[src/rtl/ksel_pkg.sv]
// ----------------------------------------------------------------------------
// ksel_pkg: shared types and constants for the k-th smallest selector
// Word layouts of the input, output and configuration channels, the cell
// control group and the sequencer state encoding.
// ----------------------------------------------------------------------------
package ksel_pkg;

    localparam int SAMPLE_W   = 32;
    localparam int CFG_IDX_W  = 8;
    localparam int CFG_DATA_W = 8;
    localparam int ORDER_W    = 8;

    // Configuration register indexes
    localparam logic [CFG_IDX_W-1:0] CFG_MEDIAN_MODE = 8'd0;
    localparam logic [CFG_IDX_W-1:0] CFG_ORDER_INDEX = 8'd1;

    typedef struct packed {
        logic signed [SAMPLE_W-1:0] sample;
        logic                       last_sample;
    } ksel_in_t;

    typedef struct packed {
        logic signed [SAMPLE_W-1:0] selected_value;
        logic                       rank_error;
        logic                       overflow;
    } ksel_out_t;

    // Control broadcast to every cell of the chain
    typedef struct packed {
        logic insert;
        logic shift;
        logic clear;
    } ksel_cell_ctrl_t;

    typedef enum logic [1:0] {
        ST_LOAD,
        ST_SHIFT,
        ST_EMIT
    } ksel_state_t;

endpackage

[src/rtl/ksel_cell.sv]
// ----------------------------------------------------------------------------
// ksel_cell: one slot of the sorted insertion chain
// Holds one sample and its valid bit. On insert, keep the value, take the
// new sample, or take the lower neighbor's value so the chain stays in
// ascending order. On shift, take the upper neighbor's value; clear drops the valid bit.
// ----------------------------------------------------------------------------
module ksel_cell (
    input  logic                                clk,
    input  logic                                rst_n,
    input  ksel_pkg::ksel_cell_ctrl_t           ctrl,
    input  logic signed [ksel_pkg::SAMPLE_W-1:0] new_sample,
    input  logic signed [ksel_pkg::SAMPLE_W-1:0] prev_value,
    input  logic                                prev_valid,
    input  logic                                prev_lt,
    input  logic signed [ksel_pkg::SAMPLE_W-1:0] next_value,
    output logic signed [ksel_pkg::SAMPLE_W-1:0] value,
    output logic                                valid,
    output logic                                lt
);
    import ksel_pkg::*;

    logic signed [SAMPLE_W-1:0] value_reg;
    logic signed [SAMPLE_W-1:0] value_next;
    logic                       valid_reg;
    logic                       valid_next;

    // New sample belongs at or below this slot
    assign lt = !valid_reg || (new_sample < value_reg);

    always_comb
    begin
        value_next = value_reg;
        valid_next = valid_reg;
        if (ctrl.clear)
        begin
            valid_next = 1'b0;
        end
        else if (ctrl.insert)
        begin
            if (lt)
            begin
                value_next = prev_lt ? prev_value : new_sample;
                valid_next = valid_reg | prev_valid;
            end
        end
        else if (ctrl.shift)
        begin
            value_next = next_value;
        end
    end

    always_ff @(posedge clk or negedge rst_n)
    begin
        if (!rst_n)
        begin
            valid_reg <= 1'b0;
        end
        else
        begin
            valid_reg <= valid_next;
        end
    end

    always_ff @(posedge clk)
    begin
        value_reg <= value_next;
    end

    assign value = value_reg;
    assign valid = valid_reg;

endmodule

[config.mk]
export PLATFORM = sky130hd
export DESIGN_NAME = ksel_cell
export DESIGN_NICKNAME = d
export VERILOG_FILES = /design/src/rtl/ksel_pkg.sv /design/src/rtl/ksel_cell.sv
export SDC_FILE = /design/constraint.sdc
export NUM_CORES = 1
export LEC_CHECK = 0
export BUFFER_PORTS_ARGS = -buffer_cell sky130_fd_sc_hd__buf_2
export CORE_MARGIN = 2
export CORE_UTILIZATION = 40
export CTS_CLUSTER_SIZE = 10
export DETAILED_ROUTE_END_ITERATION = 10
export PLACE_DENSITY = 0.73
export SYNTH_ARGS = -nofsm -noshare
export SYNTH_HDL_FRONTEND = slang
export SYNTH_SLANG_ARGS = --single-unit
[constraint.sdc]
create_clock -name clk -period 3.78 [get_ports clk]
set_input_delay 0.189 -clock clk [delete_from_list [all_inputs] [get_ports clk]]
set_output_delay 0.189 -clock clk [all_outputs]
set_load 0.005 [all_outputs]
==> out/metrics.yaml, run 1 <==
clk_pin_slew_worst_paths_ps: 60
initial_core_util_pct: 41.66
nNetsFinal: 531
reg2reg_depth: 8
r2r_slack_ps: 1040
clkLatencyLatePin_ps: 290
largest_register_ffs: 32
synth_edf_count: 32
fin_skew_ps: 7.087
worstPathArrival_ps: 2660
syn_nets: 397
n_antenna_cell: 0
cp-end-kind: "flop"
htree_levels: 2
maxCapViolations: 0
whs_path_depth: 2
critPathMaxFanout: 32
hold_end: "valid"
worstPathRequired_ps: 3700
worstReg2RegStart: "value[23]"
finalWorstPathRequiredPeriod_ps: 2745
max_stage_delay_ps: 720
synth_seq_cells: 33
ys_seq_area_share_pct: 39.74
antenna_found_initial: 0
netlist_area_sq_mm: 0.002481
worst_pin_slew_ps: 952.3
synthDistinctLibCells: 29
peakVddDrop_mv: 0.1556
gp_congestion: 0.7270
dieWidth_um: 82.76
drtIter0Drc: 65
fin_setup_tns_ps: 0
fmax_ghz: 0.3643
outcome: "finished, final reports clean"
cts_buffer_depth: 2
ys.flop_type: "edfxtp_1"
syn_inst: 263
vias_per_cell: 4.962
area_growth_syn_to_layout_pct: 33.43
hold_viol: 0
postRouteAntennaNets: 0
yosysWarnings: 0
drc: 0
min-delay-start: "ctrl[0]"
mostFrequentLayoutCells: "buf_2, a21oi_1, nor2_1"
drive_gt1_share_pct: 36.43
grt_pass1_vias: 2286
totalWireLength_mm: 6.182
critical_path.cell_chain: "inv_1 -> ha_1 -> a21oi_1 -> o21ai_0 -> a221oi_1 -> nand2_1 -> a211oi_1 -> and3_2"
dr.pass1.iters: 4
grt_pass1_wl_mm: 9.591
p_leak_nw: 1.734
dpl.cell_count: 464
avgSynthCellArea_sq_um: 9.434
r2r_end: "value[20]"
finalCritPeriodShare_pct: 72.62
tritoncts: "yes"
numCtsBuffers: 5
dp_hpwl_mm: 4.949
grt_max_degree: 64
wl_per_cell_um: 13.07
rsz0062_at_grt: "no"
ios: 137
clock_sinks: 33
powerDensity_mw_per_mm2: 290.7
cp_slowest_cell: "and3_2"
p_total_w: 0.0009623
finish.utilization_pct: 55.59
synthArstFlopShare_pct: 3.030
track_usage_pct: 18.76
start_kind: "flop"
core_area_sq_mm: 0.005956
die_area_sq_mm: 0.006849
grt_overflow: 0
slew_violations: 0
num_vias: 2347
instances_no_fill: 473
finalSetupViolCount: 0
worst_hold_slack_ps: 81.14
slew_headroom_pct: 36.51
layout_commonest_cell: "buf_2"
die_h_um: 82.76
num_rows: 28
root_buffer: "clkbuf_8"
hold_path_class: "in -> reg"
path_class: "reg -> reg"
port_buffers: 136
through the flow:
stage                     setup WS [ps]  area (sq um)
after CTS                          1002          3311
final                              1035          3311
after global routing              760.6          3311
after detailed placement           1016          3219
after global placement             1129          3219
after floorplan                    1026          2481
cells by family (layout without fill, tap and decap cells):
| logic type | after synthesis | count (layout) | share of synthesized area (%) |
|---|---|---|---|
| adders and majority gates | 31 | 31 | 15.63 |
| buffers and inverters | 43 | 178 | 6.657 |
| DFF | 33 | 33 | 39.74 |
| muxes | 33 | 33 | 13.36 |
| and+or+nand+nor | 63 | 63 | 10.99 |
| AOI/OAI and AO/OA | 60 | 60 | 13.62 |
critical path, delay by kind of cell (launching register included):
kind	cells	cell delay [ps]
flops	1	340
buf+inv	1	50
simple gates	2	850
fa+ha+maj	1	320
compound gates	4	820
area by class of cell:
cell class	count	area, sq um
Inverter	32	120.1
Timing Repair Buffer	138	698.2
Fill cell	551	2645
Clock inverter	3	12.51
Multi-Input combinational cell	187	1331
Sequential cell	33	985.9
Tap cell	75	93.84
Clock buffer	5	68.82
worst max path at each step:
stage	from	to	cells past startpoint
2_1_floorplan	value[30]	value[0]	8
3_5_place_dp	value[23]	value[3]	8
4_1_cts	value[23]	value[20]	8
3_3_place_gp	value[23]	value[8]	8
5_1_grt	value[30]	value[17]	8
6_report	value[23]	value[20]	8
Yosys cell counts, types with 2 or more instances:
cell / n / area (sq um)
ha_1: 31 / 387.9
mux2i_1: 32 / 320.3
nand4_1: 7 / 43.79
inv_1: 32 / 120.1
clkbuf_1: 7 / 26.28
nor3_1: 2 / 10.01
o21ai_0: 4 / 20.02
nand3_1: 2 / 10.01
buf_2: 3 / 15.01
and3_1: 2 / 12.51
a31oi_1: 2 / 12.51
nor2_1: 37 / 138.9
nand2_1: 10 / 37.54
a21oi_1: 46 / 230.2
edfxtp_1: 32 / 960.9
power breakdown:
group	switching (W)	internal, W
combinational	0.000135	0.000128
clock	0.000127	0.000124
sequential	0.0000120	0.000437
metal layers:
layer,GRT usage [%],vias up,part of all wire (%)
li1,-,1209,-
met1,20.55,1030,42
met2,34.35,101,48
met3,5.435,7,8.8
met4,6.557,0,1.4
met5,0,-,0
timing repair:
item                                    CTS  global route
endpoints found under the hold margin     1             0
gates resized for setup                   0             0
endpoints found under the setup margin    0             0
hold buffers                              1             0
buffers inserted                          0             0
(Power assumes the default switching activity.)
==> run 2: changes to the inputs <==
--- a/config.mk
+++ b/config.mk
@@ -10,7 +10,7 @@
 export CORE_UTILIZATION = 40
 export CTS_CLUSTER_SIZE = 10
 export DETAILED_ROUTE_END_ITERATION = 10
-export PLACE_DENSITY = 0.73
+export PLACE_DENSITY = 0.76
 export SYNTH_ARGS = -nofsm -noshare
 export SYNTH_HDL_FRONTEND = slang
 export SYNTH_SLANG_ARGS = --single-unit
==> constraint.sdc (replaced) <==
create_clock -name clk -period 2.46 [get_ports clk]
set_input_delay 0.123 -clock clk [delete_from_list [all_inputs] [get_ports clk]]
set_output_delay 0.123 -clock clk [all_outputs]
set_load 0.005 [all_outputs]
==> out/metrics.yaml, run 2 (synthesis gave the netlist of run 1 again) <==
numCtsBuffers: 5  # unchanged
clkLatencyLatePin_ps: 280  # about the same
grt_overflow: 0  # unchanged
cpLargestDelayFamily: "compound AO/OA/AOI/OAI gates"
grt_pass1_vias: 2255  # -1.4%
worstPathRequired_ps: 2340  # -1360 ps
dieWidth_um: 82.76  # unchanged
worst_pin_slew_ps: 448.2  # -504.1 ps
maxCapViolations: 0  # unchanged
clk_pin_slew_worst_paths_ps: 70  # about the same
finalWorstPathRequiredPeriod_ps: 2477
fin_skew_ps: 7.877  # +0.7908 ps
crit_top_cell: "a31oi_1"
totalWireLength_mm: 6.864  # +11%
start_kind: "flop"
finalCritPeriodShare_pct: 100.7
cp_slowest_cell: "o311a_1"
outcome: "complete, but fails checks"
ios: 137  # unchanged
place_ws_ps: -36.75  # -1053 ps
fmax_ghz: 0.4038
p_total_w: 0.001575  # +64%
n_antenna_cell: 0  # unchanged
path_class: "reg -> out"
worstPathArrival_ps: 2350  # -310 ps
dp_hpwl_mm: 5.327  # +7.6%
fin_ws_ps: -16.55  # -1052 ps
hold_path_class: "in -> reg"
gp_congestion: 0.7401  # +1.8%
max_stage_delay_ps: 390  # -330 ps
cp_num_buf_inv: 2  # +1
finalSetupViolCount: 1  # +1
die_area_sq_mm: 0.006849  # unchanged
nNetsFinal: 540  # +1.7%
p_leak_nw: 1.822  # +5.1%
rsz0062_at_grt: "yes"
grt_pass1_wl_mm: 9.846  # +2.7%
mostFrequentLayoutCells: "buf_2, a21oi_1, nor2_1, mux2i_1, edfxtp_1"
layout_commonest_cell: "buf_2"
postRouteAntennaNets: 0  # unchanged
critical_path.cell_chain: "inv_2 -> ha_4 -> a211o_1 -> a31oi_1 -> o311a_1 -> o41ai_4 -> a31oi_1 -> mux2_1 -> buf_2"
num_vias: 2438  # +3.9%
largest_register_ffs: 32  # unchanged
slew_violations: 0  # unchanged
slew_headroom_pct: 70.12  # +34 points
p_seq_share_pct: 43.9  # -2.8 points
tritoncts: "yes"
initial_core_util_pct: 41.66  # unchanged
num_rows: 28  # unchanged
p_int_w: 0.001108  # +61%
root_buffer: "clkbuf_8"
grt_max_degree: 50  # -22%
htree_levels: 2  # unchanged
powerDensity_mw_per_mm2: 441.3  # +52%
violations: "negative setup slack"
clock_power_share_pct: 25.5  # -0.6 points
critPathMaxFanout: 2  # -94%
drtIter0Drc: 80  # +23%
area_growth_syn_to_layout_pct: 43.82
core_area_sq_mm: 0.005956  # unchanged
swShare_pct: 29.62  # +1.2 points
clock_sinks: 33  # unchanged
cp-end-kind: "primary output"
p_switching_w: 0.0004665  # +70%
wl_per_cell_um: 14.24  # +9.0%
cts_buffer_depth: 2  # unchanged
dr.pass1.iters: 4  # unchanged
die_h_um: 82.76  # unchanged
n_fill_cell: 533  # -3.3%
track_usage_pct: 19.33  # +0.57 points
vias_per_cell: 5.058  # +1.9%
port_buffers: 136  # unchanged
antenna_found_initial: 0  # unchanged
peakVddDrop_mv: 0.2878  # +85%
power.combinational.fraction_pct: 30.6  # +3.3 points
drive_gt1_share_pct: 42.51  # +6.1 points
hold_viol: 0  # unchanged
drc: 0  # unchanged
run 2: final cells by class:
class / count / area, sq um / share of cell area, %
repair buffers: 147 / 833.3 / 23.35
inverters: 32 / 120.1 / 3.366
clock buffers: 5 / 68.82 / 1.928
clock inverters: 3 / 17.52 / 0.4909
well taps: 75 / 93.84 / 2.630
flip-flops and latches: 33 / 985.9 / 27.63
multi-input cells: 187 / 1449 / 40.60
run 2: power by group through the flow:
stage | sequential (W) | clock (W) | combinational [W]
after floorplan | 0.000706 | 0 | 0.000220
after global placement | 0.000700 | 0 | 0.000405
after detailed placement | 0.000702 | 0 | 0.000424
after CTS | 0.000691 | 0.000411 | 0.000441
after global routing | 0.000696 | 0.000435 | 0.000540
final | 0.000691 | 0.000401 | 0.000483
run 2: what timing repair did:
item,4_1_cts,5_1_grt
hold buffers,1,0
resized for setup,4,17
gates cloned,0,3
pin swaps,6,11
hold endpoints to repair,1,0
buffers inserted,1,1
setup endpoints to repair,33,33
run 2: metal layers:
layer	share of wire, %	global-route usage [%]	vias to the layer above
met5	0	0	-
met4	1.4	6.066	0
met3	7.3	4.348	11
met2	52	36.53	88
met1	39	21.29	1103
li1	-	-	1236
run 2: stage by stage:
stage	TNS, ps	instances	hold WS, ps	instance area, sq um	util, %
finish	-16.55	482	47.88	3568	59.92
global route	-864.2	482	44.44	3568	59.92
CTS	-42.27	478	28.41	3408	57.23
detailed placement	-893.1	468	-94.06	3274	54.98
global placement	0	468	-99.47	3274	54.98
floorplan	0	263	-172.6	2482	-
run 2: worst paths after layout:
path / endpoint / slack [ps] / start / depth (start not counted)
max in group asynchronous: valid / 2230 / rst_n / 2
hold / removal: valid / 50 / ctrl[0] / 2
setup / recovery: lt / -20 / value[2] / 9
hold reg to reg: valid / 680 / valid / 2
min in group asynchronous: valid / 150 / rst_n / 2
setup reg to reg: value[10] / 60 / value[29] / 9
run 2: worst reg2reg max path, stage by stage, from the launching register on:
cell       delay [ps]
edfxtp_1          390
inv_1             120
ha_4              210
nand4_1           170
nor2_1             90
a221oi_2          270
nand2_1           140
a211oi_2          250
and3_4            310
clkbuf_16         170
